<file path="src/hw/rtl/ptsk_pkg.sv">
package ptsk_pkg;

	localparam int ZONE_BYTES = 7;
	localparam int ZONE_W = 8 * ZONE_BYTES;
	localparam int TICK_W = 32;
	localparam int SEC_W = 32;
	localparam int OFF_W = 16;
	localparam int DATA_W = 32;
	localparam int PADDR_W = 3;

	localparam logic [1:0] OP_PHONE = 2'd0;
	localparam logic [1:0] OP_SAT = 2'd1;
	localparam logic [1:0] OP_READ = 2'd2;
	localparam logic [1:0] OP_CLEAR = 2'd3;

	localparam logic [1:0] SRC_NONE = 2'd0;
	localparam logic [1:0] SRC_PHONE = 2'd1;
	localparam logic [1:0] SRC_SAT = 2'd2;

	localparam logic [0:0] REG_STALE_LIMIT = 1'b0;
	localparam logic [TICK_W-1:0] STALE_LIMIT_RST = 32'd3600000;

	// Division of a 32-bit millisecond count by 1000 is exact as
	// (x * ceil(2^41 / 1000)) >> 41.
	localparam int PROD_W = 2 * TICK_W;
	localparam int RECIP_SHIFT = 41;
	localparam int QUO_W = PROD_W - RECIP_SHIFT;
	localparam logic [TICK_W-1:0] RECIP = 32'd2199023256;

	typedef struct packed {
		logic [1:0] opcode;
		logic [TICK_W-1:0] now_tick;
		logic [SEC_W-1:0] utc_in;
		logic signed [OFF_W-1:0] offset_in;
		logic [ZONE_W-1:0] zone_in;
	} cmd_t;

	typedef struct packed {
		logic time_valid;
		logic [SEC_W-1:0] utc_out;
		logic source_out;
		logic offset_valid;
		logic signed [OFF_W-1:0] offset_out;
		logic [ZONE_W-1:0] zone_out;
	} rsp_t;

	// Keeps the bytes before the first zero byte and clears the rest.
	function automatic logic [ZONE_W-1:0] clean_zone(input logic [ZONE_W-1:0] raw);
		logic [ZONE_W-1:0] kept;
		logic live;
		kept = '0;
		live = 1'b1;
		for (int i = 0; i < ZONE_BYTES; i++) begin
			if (raw[8*i +: 8] == 8'h00) begin
				live = 1'b0;
			end
			if (live) begin
				kept[8*i +: 8] = raw[8*i +: 8];
			end
		end
		return kept;
	endfunction

endpackage

</file>
<file path="src/hw/rtl/ptsk_if.sv">
interface ptsk_cmd_if;
	logic valid;
	logic ready;
	ptsk_pkg::cmd_t payload;
	modport source (output valid, output payload, input ready);
	modport sink (input valid, input payload, output ready);
endinterface

interface ptsk_rsp_if;
	logic valid;
	logic ready;
	ptsk_pkg::rsp_t payload;
	modport source (output valid, output payload, input ready);
	modport sink (input valid, input payload, output ready);
endinterface

</file>
<file path="src/hw/rtl/prioritized_time_source_keeper.sv">
// Time source keeper. Command words arrive on cmd (phone update, satellite update,
// read, clear) and one command word is taken per clock cycle when the pipeline is
// not stalled. Updates and clear change the kept state as they leave the input
// register, so a following word in the next cycle already sees them. A read returns
// one word on rsp after the freshness check on the input register, the reciprocal
// multiply that divides the elapsed milliseconds by 1000, and the final add into the
// output register, in that order. Updates and clear return no word.
// A stalled rsp holds the pipeline back one stage at a time, so new words are still
// taken until every stage is full. The stale limit is written over the APB port at
// byte address 0 and reads back there.
module prioritized_time_source_keeper (
	input logic clk,
	input logic arst_n,
	ptsk_cmd_if.sink cmd,
	ptsk_rsp_if.source rsp,
	input logic psel,
	input logic penable,
	input logic pwrite,
	input logic [ptsk_pkg::PADDR_W-1:0] paddr,
	input logic [ptsk_pkg::DATA_W-1:0] pwdata,
	output logic [ptsk_pkg::DATA_W-1:0] prdata,
	output logic pready
);

	logic [ptsk_pkg::TICK_W-1:0] stale_limit_q;
	logic [ptsk_pkg::SEC_W-1:0] anchor_sec_q;
	logic [ptsk_pkg::TICK_W-1:0] anchor_tick_q;
	logic [1:0] anchor_src_q;
	logic signed [ptsk_pkg::OFF_W-1:0] zone_off_q;
	logic zone_off_set_q;
	logic [ptsk_pkg::TICK_W-1:0] zone_off_tick_q;
	logic [ptsk_pkg::ZONE_W-1:0] zone_text_q;

	logic v_s1;
	ptsk_pkg::cmd_t cmd_s1;

	logic v_s2;
	logic time_ok_s2;
	logic off_ok_s2;
	logic [ptsk_pkg::TICK_W-1:0] elapsed_s2;
	logic [ptsk_pkg::SEC_W-1:0] anchor_s2;
	logic sat_s2;
	logic signed [ptsk_pkg::OFF_W-1:0] off_s2;
	logic [ptsk_pkg::ZONE_W-1:0] zone_s2;

	logic v_s3;
	logic time_ok_s3;
	logic off_ok_s3;
	logic [ptsk_pkg::QUO_W-1:0] quo_s3;
	logic [ptsk_pkg::SEC_W-1:0] anchor_s3;
	logic sat_s3;
	logic signed [ptsk_pkg::OFF_W-1:0] off_s3;
	logic [ptsk_pkg::ZONE_W-1:0] zone_s3;

	logic rsp_valid_q;
	ptsk_pkg::rsp_t rsp_q;

	logic rdy_o;
	logic rdy_s3;
	logic rdy_s2;
	logic go_s1;
	logic go_s2;
	logic go_s3;
	logic is_read_s1;
	logic [ptsk_pkg::TICK_W-1:0] elapsed;
	logic [ptsk_pkg::TICK_W-1:0] off_age;
	logic anc_fresh;
	logic off_fresh;
	logic time_ok;
	logic off_ok;
	logic keep_sat;
	logic [ptsk_pkg::PROD_W-1:0] prod;
	logic [ptsk_pkg::SEC_W-1:0] utc_sum;
	logic cfg_wr;

	// Configuration port.
	assign pready = 1'b1;
	assign cfg_wr = psel && penable && pwrite
		&& (paddr[ptsk_pkg::PADDR_W-1:2] == ptsk_pkg::REG_STALE_LIMIT);
	assign prdata = (paddr[ptsk_pkg::PADDR_W-1:2] == ptsk_pkg::REG_STALE_LIMIT)
		? stale_limit_q : '0;

	always_ff @(posedge clk or negedge arst_n) begin
		if (!arst_n) begin
			stale_limit_q <= ptsk_pkg::STALE_LIMIT_RST;
		end else if (cfg_wr) begin
			stale_limit_q <= pwdata;
		end
	end

	// Handshake chain from the output back to the input register.
	assign rdy_o = !rsp_valid_q || rsp.ready;
	assign rdy_s3 = !v_s3 || rdy_o;
	assign rdy_s2 = !v_s2 || rdy_s3;
	assign is_read_s1 = (cmd_s1.opcode == ptsk_pkg::OP_READ);
	assign go_s1 = v_s1 && (!is_read_s1 || rdy_s2);
	assign go_s2 = v_s2 && rdy_s3;
	assign go_s3 = v_s3 && rdy_o;
	assign cmd.ready = !v_s1 || go_s1;

	always_ff @(posedge clk or negedge arst_n) begin
		if (!arst_n) begin
			v_s1 <= 1'b0;
			v_s2 <= 1'b0;
			v_s3 <= 1'b0;
			rsp_valid_q <= 1'b0;
		end else begin
			if (cmd.ready) begin
				v_s1 <= cmd.valid;
			end
			if (rdy_s2) begin
				v_s2 <= go_s1 && is_read_s1;
			end
			if (rdy_s3) begin
				v_s3 <= go_s2;
			end
			if (rdy_o) begin
				rsp_valid_q <= go_s3;
			end
		end
	end

	always_ff @(posedge clk) begin
		if (cmd.ready && cmd.valid) begin
			cmd_s1 <= cmd.payload;
		end
	end

	// Freshness of the kept anchor and offset against the word in stage one.
	assign elapsed = cmd_s1.now_tick - anchor_tick_q;
	assign off_age = cmd_s1.now_tick - zone_off_tick_q;
	assign anc_fresh = elapsed < stale_limit_q;
	assign off_fresh = off_age < stale_limit_q;
	assign time_ok = (anchor_src_q != ptsk_pkg::SRC_NONE) && anc_fresh;
	assign off_ok = time_ok && zone_off_set_q && off_fresh;
	assign keep_sat = (anchor_src_q == ptsk_pkg::SRC_SAT) && anc_fresh;

	// Control part of the kept state.
	always_ff @(posedge clk or negedge arst_n) begin
		if (!arst_n) begin
			anchor_src_q <= ptsk_pkg::SRC_NONE;
			zone_off_set_q <= 1'b0;
		end else if (go_s1) begin
			case (cmd_s1.opcode)
				ptsk_pkg::OP_PHONE: begin
					zone_off_set_q <= 1'b1;
					if (!keep_sat) begin
						anchor_src_q <= ptsk_pkg::SRC_PHONE;
					end
				end
				ptsk_pkg::OP_SAT: begin
					anchor_src_q <= ptsk_pkg::SRC_SAT;
				end
				ptsk_pkg::OP_CLEAR: begin
					anchor_src_q <= ptsk_pkg::SRC_NONE;
					zone_off_set_q <= 1'b0;
				end
				default: begin
				end
			endcase
		end
	end

	// Data part of the kept state; its values only reach a response while its control bits say so.
	always_ff @(posedge clk) begin
		if (go_s1) begin
			case (cmd_s1.opcode)
				ptsk_pkg::OP_PHONE: begin
					zone_off_q <= cmd_s1.offset_in;
					zone_off_tick_q <= cmd_s1.now_tick;
					zone_text_q <= ptsk_pkg::clean_zone(cmd_s1.zone_in);
					if (!keep_sat) begin
						anchor_sec_q <= cmd_s1.utc_in;
						anchor_tick_q <= cmd_s1.now_tick;
					end
				end
				ptsk_pkg::OP_SAT: begin
					anchor_sec_q <= cmd_s1.utc_in;
					anchor_tick_q <= cmd_s1.now_tick;
				end
				default: begin
				end
			endcase
		end
	end

	// Stage two: snapshot of what a read needs.
	always_ff @(posedge clk) begin
		if (rdy_s2 && go_s1 && is_read_s1) begin
			time_ok_s2 <= time_ok;
			off_ok_s2 <= off_ok;
			elapsed_s2 <= elapsed;
			anchor_s2 <= anchor_sec_q;
			sat_s2 <= (anchor_src_q == ptsk_pkg::SRC_SAT);
			off_s2 <= zone_off_q;
			zone_s2 <= zone_text_q;
		end
	end

	// Stage three: elapsed milliseconds divided by 1000.
	assign prod = {{(ptsk_pkg::PROD_W-ptsk_pkg::TICK_W){1'b0}}, elapsed_s2}
		* {{(ptsk_pkg::PROD_W-ptsk_pkg::TICK_W){1'b0}}, ptsk_pkg::RECIP};

	always_ff @(posedge clk) begin
		if (go_s2) begin
			time_ok_s3 <= time_ok_s2;
			off_ok_s3 <= off_ok_s2;
			quo_s3 <= prod[ptsk_pkg::PROD_W-1:ptsk_pkg::RECIP_SHIFT];
			anchor_s3 <= anchor_s2;
			sat_s3 <= sat_s2;
			off_s3 <= off_s2;
			zone_s3 <= zone_s2;
		end
	end

	// Output register.
	assign utc_sum = anchor_s3
		+ {{(ptsk_pkg::SEC_W-ptsk_pkg::QUO_W){1'b0}}, quo_s3};

	always_ff @(posedge clk) begin
		if (go_s3) begin
			rsp_q.time_valid <= time_ok_s3;
			rsp_q.utc_out <= time_ok_s3 ? utc_sum : '0;
			rsp_q.source_out <= time_ok_s3 && sat_s3;
			rsp_q.offset_valid <= off_ok_s3;
			rsp_q.offset_out <= off_ok_s3 ? off_s3 : '0;
			rsp_q.zone_out <= off_ok_s3 ? zone_s3 : '0;
		end
	end

	assign rsp.valid = rsp_valid_q;
	assign rsp.payload = rsp_q;

endmodule

</file>
<file path="src/flat_wrapper.sv">
// flat-port wrapper written by rule: the top's interface ports become plain ports
module prioritized_time_source_keeper_flat 
  (clk, arst_n, psel, penable, pwrite, paddr, pwdata, prdata, pready, cmd_valid, cmd_payload, cmd_ready, rsp_valid, rsp_payload, rsp_ready);
  ptsk_cmd_if cmd_i ();
  ptsk_rsp_if rsp_i ();
  input logic clk;
  input logic arst_n;
  input logic psel;
  input logic penable;
  input logic pwrite;
  input logic [ptsk_pkg::PADDR_W-1:0] paddr;
  input logic [ptsk_pkg::DATA_W-1:0] pwdata;
  output logic [ptsk_pkg::DATA_W-1:0] prdata;
  output logic pready;
  input wire logic [$bits(cmd_i.valid)-1:0] cmd_valid;
  input wire logic [$bits(cmd_i.payload)-1:0] cmd_payload;
  output wire logic [$bits(cmd_i.ready)-1:0] cmd_ready;
  output wire logic [$bits(rsp_i.valid)-1:0] rsp_valid;
  output wire logic [$bits(rsp_i.payload)-1:0] rsp_payload;
  input wire logic [$bits(rsp_i.ready)-1:0] rsp_ready;
  assign cmd_i.valid = cmd_valid;
  assign cmd_i.payload = cmd_payload;
  assign cmd_ready = cmd_i.ready;
  assign rsp_valid = rsp_i.valid;
  assign rsp_payload = rsp_i.payload;
  assign rsp_i.ready = rsp_ready;
  prioritized_time_source_keeper u_core (.clk(clk), .arst_n(arst_n), .cmd(cmd_i), .rsp(rsp_i), .psel(psel), .penable(penable), .pwrite(pwrite), .paddr(paddr), .pwdata(pwdata), .prdata(prdata), .pready(pready));
endmodule
</file>
<file path="config.mk">
export PLATFORM = sky130hd
export DESIGN_NAME = prioritized_time_source_keeper_flat
export DESIGN_NICKNAME = d
export VERILOG_FILES = /design/src/hw/rtl/ptsk_pkg.sv /design/src/hw/rtl/ptsk_if.sv /design/src/hw/rtl/prioritized_time_source_keeper.sv /design/src/flat_wrapper.sv
export SDC_FILE = /design/constraint.sdc
export NUM_CORES = 2
export LEC_CHECK = 0
export CAP_MARGIN = 0
export CORE_ASPECT_RATIO = 1.5
export CORE_MARGIN = 8
export CORE_UTILIZATION = 50
export DETAILED_ROUTE_END_ITERATION = 8
export DONT_BUFFER_PORTS = 1
export GPL_TIMING_DRIVEN = 0
export PLACE_DENSITY = 0.76
export SKIP_CTS_REPAIR_TIMING = 1
export SLEW_MARGIN = 20
export SYNTH_ARGS = -nofsm -noshare
export SYNTH_HDL_FRONTEND = slang
export SYNTH_SLANG_ARGS = --single-unit
export TNS_END_PERCENT = 30
</file>
<file path="constraint.sdc">
create_clock -name clk -period 19.4 [get_ports clk]
set_input_delay 0.97 -clock clk [delete_from_list [all_inputs] [get_ports clk]]
set_output_delay 0.97 -clock clk [all_outputs]
set_load 0.02 [all_outputs]
</file>
==> results.json <==
{
  "antenna_found_initial": 14,
  "clkSlewWorstSetupHoldPaths_ns": 0.07,
  "fin_setup_tns_ns": 0,
  "root_buffer": "clkbuf_16",
  "finalPower_mw": 7.787,
  "final_hold_viol_count": 0,
  "viasPerCell": 5.332,
  "ios": 322,
  "status": "finished clean",
  "synth_seq_cells": 721,
  "grt_remaining_overflow": 0,
  "hpwl_um": 73880,
  "via_count": 24330,
  "grt_max_degree": 56,
  "drive_gt1_share_pct": 5.477,
  "intPower_mw": 4.429,
  "timing.fmax_mhz": 120.5,
  "power_frac_comb_pct": 59.0,
  "area_growth_pct": 9.233,
  "final_core_util_pct": 54.94,
  "cp.required_ns": 19.78,
  "finalCritPeriodShare_pct": 42.76,
  "power_frac_seq_pct": 25.0,
  "fin_skew_ns": 0.08759,
  "avgSynthCellArea_um2": 13.24,
  "cp-start-kind": "register",
  "syn_nets": 4296,
  "fin_nets": 4382,
  "slew_viol_final": 0,
  "synth_cells": 3276,
  "rsz0062_at_grt": "false",
  "cts_tree": "done",
  "final_common_cell": "edfxtp_1",
  "switching_share_pct": 43.11,
  "htree_levels": 2,
  "ir_drop_v": 0.0002266,
  "synth_edf_count": 682,
  "fp.dieW_um": 256.5,
  "cts_buffers": 60,
  "core_area_um2": 86210,
  "dr.pass1.iters": 5,
  "hold_class": "primary input to async pin",
  "clk_latency_ns": 0.68,
  "clockBufferDepth": 3,
  "synth-main-ff-cell": "edfxtp_1",
  "p_switching_mw": 3.357,
  "synthArstFlopShare_pct": 5.409,
  "layout_common_cells": "edfxtp_1 (682), inv_1 (650), ha_1 (539), fa_1 (301), and2_1 (142)",
  "dieArea_um2": 96600,
  "cp.arrival_ns": 8.68,
  "setup_viol": 0,
  "grt_pass1_wl_um": 143200,
  "max_cap_viol_count": 0,
  "row_count": 132,
  "fp.dieH_um": 376.7,
  "start_util_pct": 50.30,
  "critPathKind": "register to register",
  "antenna_left": 0,
  "cp-end-kind": "register",
  "yosys_warnings": 0,
  "fillers": 6959,
  "power_density_nw_per_um2": 164.4,
  "grt_pass1_vias": 26060,
  "gp_congestion": 0.9310,
  "seq_area_frac_synth_pct": 49.51,
  "path_max_fanout": 11,
  "slew_headroom_pct": 28.99,
  "p_clk_share_pct": 16.0,
  "synth_area_um2": 43370,
  "p_leak_nw": 20.52,
  "clock_sinks": 721,
  "synth_cell_type_count": 70,
  "first_iter_violations": 1077,
  "grt_usage_pct": 19.01,
  "fin_crit_ns": 8.295,
  "wl_per_cell_um": 20.30,
  "routed_wirelength_um": 92630,
  "drc": 0,
  "tightest_slew_ns": 1.065,
  "port_buffers": 0
}
-- power groups by stage --
stage | Sequential, mW | Clock, mW | Combinational [mW]
2_1_floorplan | 1.96 | 0 | 3.39
3_3_place_gp | 1.99 | 0 | 4.48
3_5_place_dp | 1.98 | 0 | 4.58
4_1_cts | 1.95 | 1.28 | 4.62
5_1_grt | 1.96 | 1.33 | 5.22
6_report | 1.95 | 1.25 | 4.59
-- area by class of cell --
class                   instances  area, um2  share of cell area (%)
diodes                          9      22.52                 0.04754
plain buffers                  36      138.9                  0.2932
clock buffers                  72       1597                   3.370
clock inverters                42      490.5                   1.035
inverters                     650       2440                   5.151
multi-input cells            1869      19350                   40.84
flip-flops and latches        721      21470                   45.32
well taps                    1139       1425                   3.009
repair buffers                 24      439.2                  0.9271
-- state kept, by name, summed over array words and instances (netlist names), 2 cells and up --
register and count:
u_core.anchor_s2 32, u_core.anchor_s3 32, u_core.anchor_sec_q 32, u_core.anchor_src_q 2, u_core.anchor_tick_q 32, u_core.cmd_s1 138, u_core.elapsed_s2 32, u_core.off_s2 16
u_core.off_s3 16, u_core.quo_s3 23, u_core.rsp.payload 107, u_core.stale_limit_q 32, u_core.zone_off_q 16, u_core.zone_off_tick_q 32, u_core.zone_s2 56, u_core.zone_s3 56
u_core.zone_text_q 56
-- metrics by stage --
| step | instance area, um2 | hold slack [ns] | worst slack, ns | instances |
|---|---|---|---|---|
| after floorplan | 43370 | 0.4003 | 10.72 | 3276 |
| after global placement | 44790 | 0.4003 | 6.456 | 4415 |
| after detailed placement | 45250 | 0.4045 | 11.11 | 4438 |
| after CTS | 47340 | -0.05792 | 11.06 | 4552 |
| after global routing | 47360 | 0.01395 | 10.80 | 4557 |
| final | 47370 | 0.04613 | 11.10 | 4562 |
-- final timing paths --
path,start,endpoint,slack (ns),depth (start not counted)
max,u_core.elapsed_s2[9],u_core.quo_s3[16],11.10,23
min,arst_n,u_core.stale_limit_q[2],0.05,0
max reg2reg,u_core.elapsed_s2[9],u_core.quo_s3[16],11.10,23
min reg2reg,u_core.zone_s2[42],u_core.zone_s3[42],0.38,0
max in group asynchronous,arst_n,u_core.v_s2,18.23,1
min in group clk,u_core.zone_s2[42],u_core.zone_s3[42],0.38,0
-- synth_stat cells (32+ instances only) --
cell	instances	share of area [%]
edfxtp_1	682	47
inv_1	650	5.6
ha_1	539	16
fa_1	301	14
and2_1	144	2.1
a21oi_1	128	1.5
nor2_1	86	0.74
a21o_1	75	1.3
o21ai_0	75	0.87
xnor2_1	68	1.4
nand2_1	55	0.48
nand3_1	39	0.45
nor2b_1	38	0.55
clkbuf_1	35	0.30
mux2_2	32	0.83
-- metal layers --
layer / GRT usage (%) / wire length [um]
met3: 4.482 / 5640
met2: 36.23 / 50090
met4: 7.599 / 3789
met5: 0 / 67
met1: 19.91 / 33050
-- cells by family (layout without fill, tap and decap cells) --
logic type | count (synthesis) | count (layout) | synth area share [%]
fa+ha+maj | 840 | 840 | 29.45
flops | 721 | 721 | 49.51
buf+inv | 686 | 824 | 5.947
simple gates | 486 | 486 | 6.131
compound gates | 410 | 410 | 6.105
xor+xnor | 99 | 99 | 1.999
mux | 33 | 33 | 0.8540
other cells | 1 | 10 | 0.008647
-- critical path, stage by stage, from the launching register on --
cell and delay, ns:
edfxtp_1 0.94, ha_1 0.38, fa_1 0.41, fa_1 0.48, inv_1 0.05, fa_1 0.48
inv_1 0.06, fa_1 0.48, fa_1 0.52, fa_1 0.50, inv_1 0.05, fa_1 0.48
inv_1 0.05, ha_1 0.34, a21oi_2 0.25, o211ai_1 0.18, a31o_2 0.28, a21o_1 0.19
a211oi_2 0.61, o21ai_1 0.25, a21oi_1 0.46, o21ai_0 0.14, a311oi_1 0.33, xnor2_1 0.15
No activity file was read; power rests on OpenSTA's default activity.
